<file path="config.mk">
export PLATFORM = sky130hd
export DESIGN_NAME = battery_adc_to_voltage_interp
export DESIGN_NICKNAME = d
export VERILOG_FILES = /design/src/rtl/bavi_pkg.sv /design/src/rtl/battery_adc_to_voltage_interp.sv /design/src/rtl/bavi_search.sv /design/src/rtl/bavi_interp.sv /design/src/rtl/bavi_gain.sv
export VERILOG_INCLUDE_DIRS = /design/src /design/src/rtl
export SDC_FILE = /design/constraint.sdc
export NUM_CORES = 1
export LEC_CHECK = 0
export ABC_CLOCK_PERIOD_IN_PS = 8200
export BUFFER_PORTS_ARGS = -buffer_cell sky130_fd_sc_hd__buf_2
export CORE_MARGIN = 5
export CORE_UTILIZATION = 40
export DETAILED_ROUTE_END_ITERATION = 10
export PLACE_DENSITY = 0.52
export SKIP_CTS_REPAIR_TIMING = 1
export SLEW_MARGIN = 20
export SYNTH_ARGS = -nofsm -noshare
export SYNTH_HDL_FRONTEND = slang
export SYNTH_SLANG_ARGS = --single-unit
export TNS_END_PERCENT = 20
</file>
<file path="constraint.sdc">
create_clock -name clock -period 8.2 [get_ports clock]
set_clock_uncertainty 0.15 [all_clocks]
set_input_delay 1.23 -clock clock [delete_from_list [all_inputs] [get_ports clock]]
set_output_delay 1.23 -clock clock [all_outputs]
set_load 0.02 [all_outputs]
</file>
<file path="src/rtl/battery_adc_to_voltage_interp_defines.svh">
// assertion macros for the battery converter code to voltage block
// no dependencies; included by the modules that carry assertions
`ifndef BATTERY_ADC_TO_VOLTAGE_INTERP_DEFINES_SVH
`define BATTERY_ADC_TO_VOLTAGE_INTERP_DEFINES_SVH
`ifndef ASSERT_OFF
// same-cycle implication
`define ASSERT_IMPLY(label, clk, rst, ante, cons, msg) \
   label: assert property (@(posedge clk) disable iff (rst) (ante) |-> (cons)) \
      else $error(msg);
// implication after a fixed number of cycles
`define ASSERT_AFTER(label, clk, rst, ante, n, cons, msg) \
   label: assert property (@(posedge clk) disable iff (rst) (ante) |-> ##n (cons)) \
      else $error(msg);
`else
`define ASSERT_IMPLY(label, clk, rst, ante, cons, msg)
`define ASSERT_AFTER(label, clk, rst, ante, n, cons, msg)
`endif
`endif

</file>
<file path="src/rtl/bavi_pkg.sv">
// shared types, codes and the breakpoint table of the converter code to voltage block
// no dependencies
package bavi_pkg;

   localparam int TABLE_ENTRIES_DEF = 35;
   localparam int ADC_BITS_DEF      = 12;

   // breakpoint table, codes descending, voltage falls by one step per entry
   localparam int TAB_LEN    = 35;
   localparam int TAB_CODE_W = 12;
   localparam logic [TAB_CODE_W-1:0] TAB_CODE [TAB_LEN] = '{
      12'h8cc, 12'h8a3, 12'h87a, 12'h851, 12'h828,
      12'h7ff, 12'h7d6, 12'h7ad, 12'h784, 12'h75b,
      12'h732, 12'h709, 12'h6e0, 12'h6b7, 12'h68e,
      12'h666, 12'h63d, 12'h614, 12'h5eb, 12'h5c2,
      12'h599, 12'h570, 12'h547, 12'h51e, 12'h4f5,
      12'h4cc, 12'h4a3, 12'h47a, 12'h451, 12'h428,
      12'h3ff, 12'h3d6, 12'h3ad, 12'h384, 12'h35b
   };

   localparam int VOLT_W     = 10;
   localparam logic [VOLT_W-1:0] TOP_VOLTS = 10'd550;
   localparam int STEP_VOLTS = 10;
   // widths of the widest gap between neighbouring codes, and of ten times it
   localparam int SPAN_W     = 6;
   localparam int NUM_W      = 10;
   localparam int FRAC_W     = 4;
   localparam int FRAC_MAX   = STEP_VOLTS - 1;

   // calibration
   localparam int GAIN_W     = 13;
   localparam int GAIN_MIN   = -3365;
   localparam int GAIN_MAX   = 3750;
   localparam int GAIN_SHIFT = 16;
   localparam int THR_W      = 10;
   localparam logic [THR_W-1:0] FATAL_RESET = 10'd370;

   // control register file
   localparam int CSR_IDX_W  = 1;
   localparam int CSR_DATA_W = GAIN_W;
   localparam logic [CSR_IDX_W-1:0] CSR_GAIN   = 1'b0;
   localparam logic [CSR_IDX_W-1:0] CSR_THRESH = 1'b1;

   // range status codes
   typedef logic [1:0] status_type;
   localparam status_type ST_INTERP = 2'd0;
   localparam status_type ST_ABOVE  = 2'd1;
   localparam status_type ST_BELOW  = 2'd2;

   // control that travels with each item down the pipeline
   typedef struct packed {
      logic       valid;
      status_type status;
   } ctl_type;

endpackage

</file>
<file path="src/rtl/battery_adc_to_voltage_interp.sv">
// battery converter code to voltage, piecewise-linear over a fixed breakpoint table
// throughput: one sample per clock while busy is low; a five-stage pipeline with no stall path
// busy is high during reset and for one cycle after it; the receiver cannot stall
// synchronous reset empties the pipeline and loads gain 0 and threshold 370
// depends on bavi_pkg, bavi_search, bavi_interp, bavi_gain and the defines header
`include "battery_adc_to_voltage_interp_defines.svh"
module battery_adc_to_voltage_interp import bavi_pkg::*; #(
   parameter int TABLE_ENTRIES = TABLE_ENTRIES_DEF,
   parameter int ADC_BITS      = ADC_BITS_DEF
) (
   input  logic                  clock,
   input  logic                  reset,
   // sample transfer
   input  logic                  start,
   output logic                  busy,
   input  logic [ADC_BITS-1:0]   req_adc_code,
   // result transfer
   output logic                  rsp_valid,
   output logic [VOLT_W-1:0]     rsp_voltage_centivolts,
   output logic                  rsp_is_fatal,
   output logic [1:0]            rsp_range_status,
   // register writes
   input  logic                  csr_write_enable,
   input  logic [CSR_IDX_W-1:0]  csr_index,
   input  logic [CSR_DATA_W-1:0] csr_write_data
);

   localparam int N_USED  = (TABLE_ENTRIES < TAB_LEN) ? TABLE_ENTRIES : TAB_LEN;
   localparam int IDX_W   = $clog2(N_USED);
   localparam int CMP_W   = (ADC_BITS > TAB_CODE_W) ? ADC_BITS : TAB_CODE_W;
   localparam int LATENCY = 5;

   logic              busy_ff;
   logic              accept;
   logic [GAIN_W-1:0] gain_ff;
   logic [THR_W-1:0]  thresh_ff;
   ctl_type           s1_ctl, s3_ctl, s5_ctl;
   logic [CMP_W-1:0]  s1_code;
   logic [IDX_W-1:0]  s1_idx;
   logic [VOLT_W-1:0] s3_volts;

   // busy only while coming out of reset
   always_ff @(posedge clock) begin
      busy_ff <= reset;
   end

   assign busy   = busy_ff;
   assign accept = start && !busy_ff;

   // control registers
   always_ff @(posedge clock) begin
      if (reset) begin
         gain_ff   <= '0;
         thresh_ff <= FATAL_RESET;
      end else if (csr_write_enable) begin
         case (csr_index)
            CSR_GAIN:   gain_ff   <= csr_write_data[GAIN_W-1:0];
            CSR_THRESH: thresh_ff <= csr_write_data[THR_W-1:0];
            default:    gain_ff   <= gain_ff;
         endcase
      end
   end

   bavi_search #(
      .TABLE_ENTRIES (TABLE_ENTRIES),
      .ADC_BITS      (ADC_BITS)
   ) u_search (
      .clock    (clock),
      .reset    (reset),
      .in_valid (accept),
      .in_code  (req_adc_code),
      .out_ctl  (s1_ctl),
      .out_code (s1_code),
      .out_idx  (s1_idx)
   );

   bavi_interp #(
      .TABLE_ENTRIES (TABLE_ENTRIES),
      .ADC_BITS      (ADC_BITS)
   ) u_interp (
      .clock     (clock),
      .reset     (reset),
      .in_ctl    (s1_ctl),
      .in_code   (s1_code),
      .in_idx    (s1_idx),
      .out_ctl   (s3_ctl),
      .out_volts (s3_volts)
   );

   bavi_gain u_gain (
      .clock     (clock),
      .reset     (reset),
      .in_ctl    (s3_ctl),
      .in_volts  (s3_volts),
      .gain_raw  (gain_ff),
      .threshold (thresh_ff),
      .out_ctl   (s5_ctl),
      .out_volts (rsp_voltage_centivolts),
      .out_fatal (rsp_is_fatal)
   );

   assign rsp_valid        = s5_ctl.valid;
   assign rsp_range_status = s5_ctl.status;

   // every accepted sample comes out after the pipeline latency
   `ASSERT_AFTER(a_latency, clock, reset, accept, LATENCY, rsp_valid, "transfer lost in pipeline")
   // below-table results are zero volts and always fatal
   `ASSERT_IMPLY(a_below, clock, reset, rsp_valid && rsp_range_status == ST_BELOW, rsp_voltage_centivolts == '0 && rsp_is_fatal, "below-table result wrong")
   // clamped results carry the top voltage with no correction
   `ASSERT_IMPLY(a_above, clock, reset, rsp_valid && rsp_range_status == ST_ABOVE, rsp_voltage_centivolts == TOP_VOLTS, "clamped result not top voltage")

endmodule

</file>
<file path="src/rtl/bavi_search.sv">
// stage 1: parallel compare of the sample against every breakpoint, segment select
// depends on bavi_pkg
module bavi_search import bavi_pkg::*; #(
   parameter int TABLE_ENTRIES = TABLE_ENTRIES_DEF,
   parameter int ADC_BITS      = ADC_BITS_DEF,
   localparam int N_USED = (TABLE_ENTRIES < TAB_LEN) ? TABLE_ENTRIES : TAB_LEN,
   localparam int IDX_W  = $clog2(N_USED),
   localparam int CMP_W  = (ADC_BITS > TAB_CODE_W) ? ADC_BITS : TAB_CODE_W
) (
   input  logic                clock,
   input  logic                reset,
   input  logic                in_valid,
   input  logic [ADC_BITS-1:0] in_code,
   output ctl_type             out_ctl,
   output logic [CMP_W-1:0]    out_code,
   output logic [IDX_W-1:0]    out_idx
);

   logic [CMP_W-1:0] code_ext;
   logic             found;
   ctl_type          ctl_ff, ctl_in;
   logic [CMP_W-1:0] code_ff;
   logic [IDX_W-1:0] idx_ff, idx_in;

   assign code_ext = CMP_W'(in_code);

   // first breakpoint at or below the sample, lowest index wins
   always_comb begin
      idx_in = '0;
      found  = 1'b0;
      for (int i = N_USED - 1; i >= 0; i--) begin
         if (CMP_W'(TAB_CODE[i]) <= code_ext) begin
            idx_in = IDX_W'(i);
            found  = 1'b1;
         end
      end
   end

   // range classification
   always_comb begin
      ctl_in.valid = in_valid;
      if (code_ext > CMP_W'(TAB_CODE[0])) begin
         ctl_in.status = ST_ABOVE;
      end else if (found) begin
         ctl_in.status = ST_INTERP;
      end else begin
         ctl_in.status = ST_BELOW;
      end
   end

   always_ff @(posedge clock) begin
      if (reset) begin
         ctl_ff.valid <= 1'b0;
      end else begin
         ctl_ff.valid <= ctl_in.valid;
      end
      ctl_ff.status <= ctl_in.status;
      code_ff       <= code_ext;
      idx_ff        <= idx_in;
   end

   assign out_ctl  = ctl_ff;
   assign out_code = code_ff;
   assign out_idx  = idx_ff;

endmodule

</file>
<file path="src/rtl/bavi_interp.sv">
// stages 2 and 3: segment operands from the table, then the fractional step
// depends on bavi_pkg
module bavi_interp import bavi_pkg::*; #(
   parameter int TABLE_ENTRIES = TABLE_ENTRIES_DEF,
   parameter int ADC_BITS      = ADC_BITS_DEF,
   localparam int N_USED = (TABLE_ENTRIES < TAB_LEN) ? TABLE_ENTRIES : TAB_LEN,
   localparam int IDX_W  = $clog2(N_USED),
   localparam int CMP_W  = (ADC_BITS > TAB_CODE_W) ? ADC_BITS : TAB_CODE_W
) (
   input  logic              clock,
   input  logic              reset,
   input  ctl_type           in_ctl,
   input  logic [CMP_W-1:0]  in_code,
   input  logic [IDX_W-1:0]  in_idx,
   output ctl_type           out_ctl,
   output logic [VOLT_W-1:0] out_volts
);

   localparam int MUL_W = SPAN_W + FRAC_W;

   logic [TAB_CODE_W-1:0] lower_code, upper_code;
   logic [IDX_W-1:0]      upper_idx;
   logic [CMP_W-1:0]      diff_full;
   logic [TAB_CODE_W-1:0] span_full;

   ctl_type           ctl2_ff, ctl3_ff;
   logic [NUM_W-1:0]  num_ff, num_in;
   logic [SPAN_W-1:0] span_ff, span_in;
   logic [VOLT_W-1:0] base_ff, base_in;
   logic [FRAC_W-1:0] frac;
   logic [VOLT_W-1:0] volts_ff, volts_in;

   // segment ends; the top entry is a zero-width segment
   assign upper_idx  = (in_idx == '0) ? in_idx : IDX_W'(in_idx - 1'b1);
   assign lower_code = TAB_CODE[in_idx];
   assign upper_code = TAB_CODE[upper_idx];
   assign diff_full  = in_code - CMP_W'(lower_code);
   assign span_full  = upper_code - lower_code;

   // stage 2 operands: scaled offset into the segment, its width, its base voltage
   always_comb begin
      num_in  = NUM_W'(diff_full[SPAN_W-1:0]) * NUM_W'(STEP_VOLTS);
      span_in = span_full[SPAN_W-1:0];
      base_in = TOP_VOLTS - VOLT_W'(in_idx) * VOLT_W'(STEP_VOLTS);
   end

   always_ff @(posedge clock) begin
      if (reset) begin
         ctl2_ff.valid <= 1'b0;
      end else begin
         ctl2_ff.valid <= in_ctl.valid;
      end
      ctl2_ff.status <= in_ctl.status;
      num_ff         <= num_in;
      span_ff        <= span_in;
      base_ff        <= base_in;
   end

   // quotient below one step: compare against each multiple of the span
   always_comb begin
      frac = '0;
      if (span_ff != '0) begin
         for (int k = 1; k <= FRAC_MAX; k++) begin
            if (MUL_W'(span_ff) * MUL_W'(k) <= MUL_W'(num_ff)) begin
               frac = FRAC_W'(k);
            end
         end
      end
   end

   // stage 3 voltage by range
   always_comb begin
      case (ctl2_ff.status)
         ST_ABOVE:  volts_in = TOP_VOLTS;
         ST_INTERP: volts_in = base_ff + VOLT_W'(frac);
         default:   volts_in = '0;
      endcase
   end

   always_ff @(posedge clock) begin
      if (reset) begin
         ctl3_ff.valid <= 1'b0;
      end else begin
         ctl3_ff.valid <= ctl2_ff.valid;
      end
      ctl3_ff.status <= ctl2_ff.status;
      volts_ff       <= volts_in;
   end

   assign out_ctl   = ctl3_ff;
   assign out_volts = volts_ff;

endmodule

</file>
<file path="src/rtl/bavi_gain.sv">
// stages 4 and 5: calibration multiply, truncating scale, clamp and fatal compare
// depends on bavi_pkg
module bavi_gain import bavi_pkg::*; (
   input  logic              clock,
   input  logic              reset,
   input  ctl_type           in_ctl,
   input  logic [VOLT_W-1:0] in_volts,
   input  logic [GAIN_W-1:0] gain_raw,
   input  logic [THR_W-1:0]  threshold,
   output ctl_type           out_ctl,
   output logic [VOLT_W-1:0] out_volts,
   output logic              out_fatal
);

   localparam int PROD_W = VOLT_W + 1 + GAIN_W;
   localparam int SUM_W  = VOLT_W + 2;
   localparam logic signed [PROD_W-1:0] ROUND_BIAS = PROD_W'((1 << GAIN_SHIFT) - 1);

   logic signed [GAIN_W-1:0] gain_s, gain_used;
   ctl_type                  ctl4_ff, ctl5_ff;
   logic signed [PROD_W-1:0] prod_ff, prod_in;
   logic [VOLT_W-1:0]        volts4_ff;
   logic signed [PROD_W-1:0] biased, shifted;
   logic signed [SUM_W-1:0]  adj, sum;
   logic [VOLT_W-1:0]        volts5_ff, volts5_in;
   logic                     fatal_ff, fatal_in;

   // gain outside the calibrated range counts as zero
   assign gain_s    = $signed(gain_raw);
   assign gain_used = (gain_s < GAIN_MIN || gain_s > GAIN_MAX) ? '0 : gain_s;

   // correction product, only for interpolated items
   always_comb begin
      if (in_ctl.status == ST_INTERP) begin
         prod_in = PROD_W'($signed({1'b0, in_volts})) * PROD_W'(gain_used);
      end else begin
         prod_in = '0;
      end
   end

   always_ff @(posedge clock) begin
      if (reset) begin
         ctl4_ff.valid <= 1'b0;
      end else begin
         ctl4_ff.valid <= in_ctl.valid;
      end
      ctl4_ff.status <= in_ctl.status;
      prod_ff        <= prod_in;
      volts4_ff      <= in_volts;
   end

   // scale down with truncation toward zero, add, clamp at zero
   always_comb begin
      biased  = (prod_ff < 0) ? prod_ff + ROUND_BIAS : prod_ff;
      shifted = biased >>> GAIN_SHIFT;
      adj     = shifted[SUM_W-1:0];
      sum     = $signed({2'b00, volts4_ff}) + adj;
      if (sum < 0) begin
         volts5_in = '0;
      end else begin
         volts5_in = sum[VOLT_W-1:0];
      end
      fatal_in = (threshold >= volts5_in);
   end

   always_ff @(posedge clock) begin
      if (reset) begin
         ctl5_ff.valid <= 1'b0;
      end else begin
         ctl5_ff.valid <= ctl4_ff.valid;
      end
      ctl5_ff.status <= ctl4_ff.status;
      volts5_ff      <= volts5_in;
      fatal_ff       <= fatal_in;
   end

   assign out_ctl   = ctl5_ff;
   assign out_volts = volts5_ff;
   assign out_fatal = fatal_ff;

endmodule
</file>
Yosys cells after proc, flatten, opt, wreduce, memory -nomap -nowiden
Memory sizes are Yosys's and may differ from the RTL's.
Cells that the tools add are included.
Storage, ports and cells
  register bits after elaboration: 131
  ROM bits: 1536
  memories kept: 2
  bits of input ports: 30
Operators by class
  reductions and logical operators: 14
  bitwise operators: 3
  order comparisons: 52
  multiply operators: 8
  mux-type cells: 89
  eq/ne operators: 1
  $add $sub $neg: 7
Memories
  (no name shown): depth 64, bits a word 12, read ports 1, clocked after Yosys merged registers in 0, wr ports 0, RTL line bavi_interp.sv:35  | assign lower_code = TAB_CODE[in_idx];
  (no name shown): depth 64, bits a word 12, read ports 1, clocked after Yosys merged registers in 0, wr ports 0, RTL line bavi_interp.sv:36  | assign upper_code = TAB_CODE[upper_idx];
Operator list (number)
  11-bit by 12-bit less-or-equal comparator with 1-bit output, first input constant: 25
  5-bit two-way mux: 16
  10-bit by 12-bit less-or-equal comparator with 1-bit output, first input constant: 5
  12-bit less-or-equal comparator, first input constant: 5
  6-bit two-way mux: 8
  4-bit two-way mux: 11
  9-bit by 10-bit less-or-equal comparator with 1-bit output: 4
  1-bit two-way mux: 37
  6-bit by 3-bit multiplier with 9-bit output, second input constant: 4
  32-bit OR reduction: 1
  24-bit by 17-bit adder with 24-bit output, second input constant: 1
  24-bit by 1-bit < comparator with 1-bit output, second input constant: 1
  11-bit by 13-bit multiplier with 24-bit output: 1
  24-bit two-way mux: 1
  3-bit two-way mux: 8
  8-bit by 10-bit less-or-equal comparator with 1-bit output: 2
  10-bit case mux with 2 select lines: 1
  6-bit by 2-bit multiplier with 8-bit output, second input constant: 2
  16-bit OR reduction: 1
  7-bit >= comparator, second input constant: 2
  6-bit NOT with 7-bit output: 2
  13-bit greater-than comparator, second input constant: 1
  13-bit < comparator, second input constant: 1
  13-bit two-way mux: 1
  other kinds (26): 33

Logic depth before layout (Yosys ltp)
  word-level depth: 37
  gate-level depth with buffers: 26

By module
From an unflattened synthesis, not the netlist that was laid out.
Unflattened totals
  cells, all modules: 1770
  area, all modules: 15501.1 um^2
By module, submodules not included
  bavi_gain: seq. area each 1021.0 um^2, cells an instance 835, times used 1, area an instance 7402.1 um^2
  bavi_interp: seq. area each 800.8 um^2, cells an instance 607, times used 1, area an instance 5212.5 um^2
  bavi_search: seq. area each 420.4 um^2, cells an instance 234, times used 1, area an instance 1884.3 um^2
  battery_adc_to_voltage_interp: seq. area each 480.5 um^2, cells an instance 94, times used 1, area an instance 1002.2 um^2

Worst setup path after synthesis
OpenSTA, ideal clock, no wires.
  kind: register to register
  from: register gain_ff[1]
  to: register u_gain.prod_ff[17]
  period minus slack after synthesis: 6.279 ns
  arrival: 6.025 ns
  slack: 1.921 ns
  buffers on the path: 2
  data required time: 7.947 ns
  cell stages (with the launch flop): 25
  cell sequence: dfxtp_1 a21oi_1 o21bai_1 a31o_2 a211oi_1 a22oi_1 buf_2 buf_2 and3_1 fa_1 inv_1 fa_1 inv_1 fa_1 fa_1 inv_1 fa_1 inv_1 ha_1 or3_4 o21a_1 o31a_1 or2_1 nor2b_1 a2111oi_2
On the way
  cells in the longest elaborated chain, start to end: 4
  elaborated cells between the ends (all ways): 5
  those cells by class: 1 x mul; 2 x order compare; 1 x mux; 1 x reduce/logical
Ends and longest elaborated chain
  from (decl): RTL line battery_adc_to_voltage_interp.sv:35  | logic [GAIN_W-1:0] gain_ff;
  from (signal assigned): RTL line battery_adc_to_voltage_interp.sv:57  | CSR_GAIN: gain_ff <= csr_write_data[GAIN_W-1:0];
  from (signal assigned): RTL line battery_adc_to_voltage_interp.sv:59  | default: gain_ff <= gain_ff;
  13-bit < comparator / 13-bit greater-than comparator (equally long branches): RTL line bavi_gain.sv:30  | assign gain_used = (gain_s < GAIN_MIN || gain_s > GAIN_MAX) ? '0 : gain_s;
  1-bit logical OR: RTL line bavi_gain.sv:30
  13-bit two-way mux *: RTL line bavi_gain.sv:30
  11-bit by 13-bit multiplier with 24-bit output *: RTL line bavi_gain.sv:35  | prod_in = PROD_W'($signed({1'b0, in_volts})) * PROD_W'(gain_used);
  to (signal assigned): RTL line bavi_gain.sv:48  | prod_ff <= prod_in;
  to (decl): RTL line bavi_gain.sv:21  | logic signed [PROD_W-1:0] prod_ff, prod_in;
Mark *: on every way between the ends. The rest lies on a longest branch, timed or not.
A chain may end at the register's enable or synchronous reset.

Worst setup path after layout
  from: register gain_ff[2]
  to: register u_gain.prod_ff[22]
The elaborated chain is that of the path after synthesis.

==> summary.txt <==
Critical path
  – Required arrival time at the worst endpoint: 8.40 ns
  – Library cell appearing most often on the critical path: fa_1
  – Crit end category: flop
  – Cells along the critical path: a311o_1, a21o_1, a21oi_1, nor3_1, a22oi_2, buf_4, and2_1, nand2_1, fa_1, fa_1, fa_1, fa_1, inv_1, fa_1, ha_1, o21a_1, o21a_1, nand3_1, a211oi_1, nor3_1, or3_1, a21oi_1
  – Startpoint kind of the worst setup timing path: flop
  – Top cell family by delay on the critical path: adder cells
  – Data arrival at the endpoint of the critical path: 7.32 ns
  – Crit path max-delay cell type: fa_1
  – CP max FO: 55
  – Largest stage delay on the critical path: 0.56 ns
  – Number of buffer and inverter stages on the critical path: 2
  – Category of the critical setup timing path: flop to flop

Cells and area
  – Most frequent cells in the layout: 204 x ha_1, 200 x inv_1, 161 x nand2_1
  – Ratio of cells with drive above 1 in the final layout: 0.0640
  – Area growth from synthesis to final layout: 7.98%
  – Total non-filler cell area in the finished layout: 15,900 um2
  – Number of antenna repair diodes: 0
  – Commonest non-fill, non-tap cell in the layout: ha_1
  – Number of fillers in the final layout: 3,680
  – Final layout net count: 2,076

Synthesis
  – Netlist area before placement: 14,700 um2
  – Multiplexer area fraction after synthesis: 0.00977
  – Simple-gate portion of the synthesized area: 0.194
  – Number of distinct standard cells referenced by the synthesized netlist: 79
  – Dominant combinational cell family by area after synthesis: adder cells
  – Synthesized Nets: 2,072
  – Post-synth EDFFs: 0
  – Fraction of synthesized cell area in xor and xnor cells: 0.0426
  – Number of warnings issued by yosys: 0
  – Proportion of synthesized chip area in sequential cells: 0.177
  – Adder and majority gate portion of the synthesized area: 0.359
  – Fraction of registers with async set or reset after synthesis: 0
  – Synthesized area per cell: 8.65 um2
  – Yosys top cell area share: 0.185
  – Post-synthesis instance total: 1,702
  – Post-synthesis compound-gate area fraction: 0.146
  – Synth area leaders: fa_1 18%, dfxtp_1 18%, ha_1 17%
  – Dominant cell type by area after synthesis: fa_1
  – Yosys reg bits: 130
  – Top_reg_cell synth: dfxtp_1

Global route
  – Wire length of the first global-routing pass: 62,000 um
  – Number of global-route vias before repair: 12.0k
  – Overflow left after global routing: 0
  – Pin count of the biggest net entering global routing: 56
  – Antenna violations before repair: 0
  – All-layer global routing usage: 0.184

Place
  – Final weighted congestion of routability-driven global placement: 0.909
  – Total of buffers placed on input and output ports: 44
  – HPWL after detailed placement: 28,900 um
  – DP Area: 15,300 um2

Route
  – 1st-iter DRT viols: 761
  – Detailed-route wire length per cell: 17.0 um
  – Total wire length after detailed routing: 37,200 um
  – Routed metal-1 wirelength: 17,900 um
  – Length of routed met3 wiring: 1330 um
  – Top routing layer used: met4
  – Count of unresolved DRC violations after routing: 0
  – Total met2 wirelength after detailed routing: 17,500 um
  – Vias per cell: 5.39
  – Number of vias in the routed layout: 11.8k
  – Residual antenna-violating net count after detailed routing: 0
  – Count of TritonRoute iterations in the first routing pass: 8

Power and ir drop
  – Design Power: 5.06 mW
  – Sequential fraction of design power: 0.202
  – Leakage power of the design: 7.56 nW
  – Clock group share of total power: 0.157
  – Power density normalized to cell area: 318 nW/um2
  – Internal Power: 2.70 mW
  – IR Drop Worst-Case VDD: 0.200 mV
  – Switch share: 0.467
  – Power spent charging and discharging nets: 2.36 mW
  – Combinational share of power: 0.641

STA
  – Max-slew violations: 0
  – Setup repair after global routing missed its margin: no
  – Post-layout min period: 7.11 ns
  – Final-report hold violation count: 0
  – Worst hold slack after final layout: 0.177 ns
  – Maximum clock frequency: 141 MHz
  – Share of the cycle needed by the critical path after routing: 0.868
  – Remaining max-slew budget at the tightest pin: 0.312
  – Aggregate negative setup slack: 0 ns
  – Endpoints failing setup: 0
  – Transition time of the tightest slew-check pin: 1.03 ns

Floorplanning
  – Die Area: 40,700 um2
  – Row cnt: 70
  – Core outline area: 36,400 um2
  – Horizontal die dimension: 202 um
  – Initial Utilization: 0.404
  – Count of pins on the block boundary: 45
  – Die H: 202 um

CTS
  – # H-tree levels: 4
  – CTS tree: done
  – Clock network latency to the later pin of the worst-skew pair: 0.43 ns
  – Clock transition at the registers of the reported paths: 0.06 ns
  – Largest buffer count on any clock path: 2
  – Clock sink count: 130
  – TritonCTS buffer count: 17
  – Root buffer cell: clkbuf_16

Flow run
  – Max-cap violation count: 0

Hold path
  – Hold Crit Class: flop to flop

Outcome
  – Status: complete, no violations
==> synth_stat cells, types with 6 or more instances <==
library cell  number
fa_1             136
o211ai_1          12
nand3_1           41
buf_2             22
dfxtp_1          130
a31oi_1           17
nand2b_1          10
nor2b_1           29
o31ai_1            6
clkbuf_1          40
a21oi_1           92
and3_1            86
nor3_1            27
nor2_1            79
ha_1             204
o21ai_0           59
o21bai_1           8
inv_1            200
a21o_1            38
a211oi_1          17
and2_1            35
or3_1              9
xor2_1            24
xnor2_1           45
nand3b_1           7
nor4_1            15
nand4_1           17
nand2_1          161
o21a_1            27
mux2i_1           11
==> final cells by class <==
type	count	area [um2]	share of cell area
Clock buffer	18	439	0.0276
Clock inverter	14	166	0.0105
Inverter	200	751	0.0472
Multi-Input combinational cell	1305	11100	0.696
Sequential cell	130	2600	0.164
Tap cell	468	586	0.0368
Timing Repair Buffer	52	280	0.0176
==> worst register-to-register path: cells and delay by family, from the launching register on <==
family | cells | cell delay (ns)
flip-flops | 1 | 0.45
AO/OA/AOI/OAI | 8 | 1.81
adder cells (fa/ha/maj) | 6 | 2.91
AND/OR/NAND/NOR | 6 | 1.28
buffers and inverters | 2 | 0.45
==> metrics by stage <==
stage          utilization  cells  setup WS [ns]
2_1_floorplan            -   1702           1.92
3_3_place_gp         0.420   2155           1.26
3_5_place_dp         0.420   2155           1.17
4_1_cts              0.436   2187           1.14
5_1_grt              0.436   2187          0.664
6_report             0.436   2187           1.09
==> power by group through the flow <==
stage | registers, mW | clock network [mW] | logic, mW
after floorplan | 0.959 | 0 | 2.47
after global placement | 1.03 | 0 | 3.20
final | 1.02 | 0.795 | 3.24
after CTS | 1.02 | 0.814 | 3.28
after global routing | 1.04 | 0.847 | 3.76
after detailed placement | 1.03 | 0 | 3.25
==> logic make-up after synthesis <==
logic type,after synthesis
AOI/OAI and AO/OA,332
xor gates and xnor gates,70
adders and majority gates,341
buffers and inverters,267
DFF,130
muxes,13
and+or+nand+nor,549
==> routing by layer <==
layer | vias to the layer above | GRT usage
li1 | 5841 | -
met2 | 230 | 0.308
met4 | 0 | 0.0317
met3 | 38 | 0.0247
met5 | - | 0
met1 | 5674 | 0.259
==> final timing paths <==
kind	from	end	slack (ns)	cells after the start
worst max-delay path	gain_ff[2]	u_gain.prod_ff[22]	1.09	22
worst min-delay path	u_gain.ctl4_ff[0]	u_gain.out_ctl[0]	0.18	0
worst max register to register	gain_ff[2]	u_gain.prod_ff[22]	1.09	22
worst min register to register	u_gain.ctl4_ff[0]	u_gain.out_ctl[0]	0.18	0
==> sequential cells by signal, indices dropped and copies added, names as in the netlist, 9 cells and up <==
signal	count
gain_ff	13
thresh_ff	10
u_gain.out_volts	10
u_gain.prod_ff	24
u_gain.volts4_ff	10
u_interp.base_ff	9
u_interp.num_ff	9
u_interp.out_volts	10
Note: power is estimated with default switching activity, not from simulation.
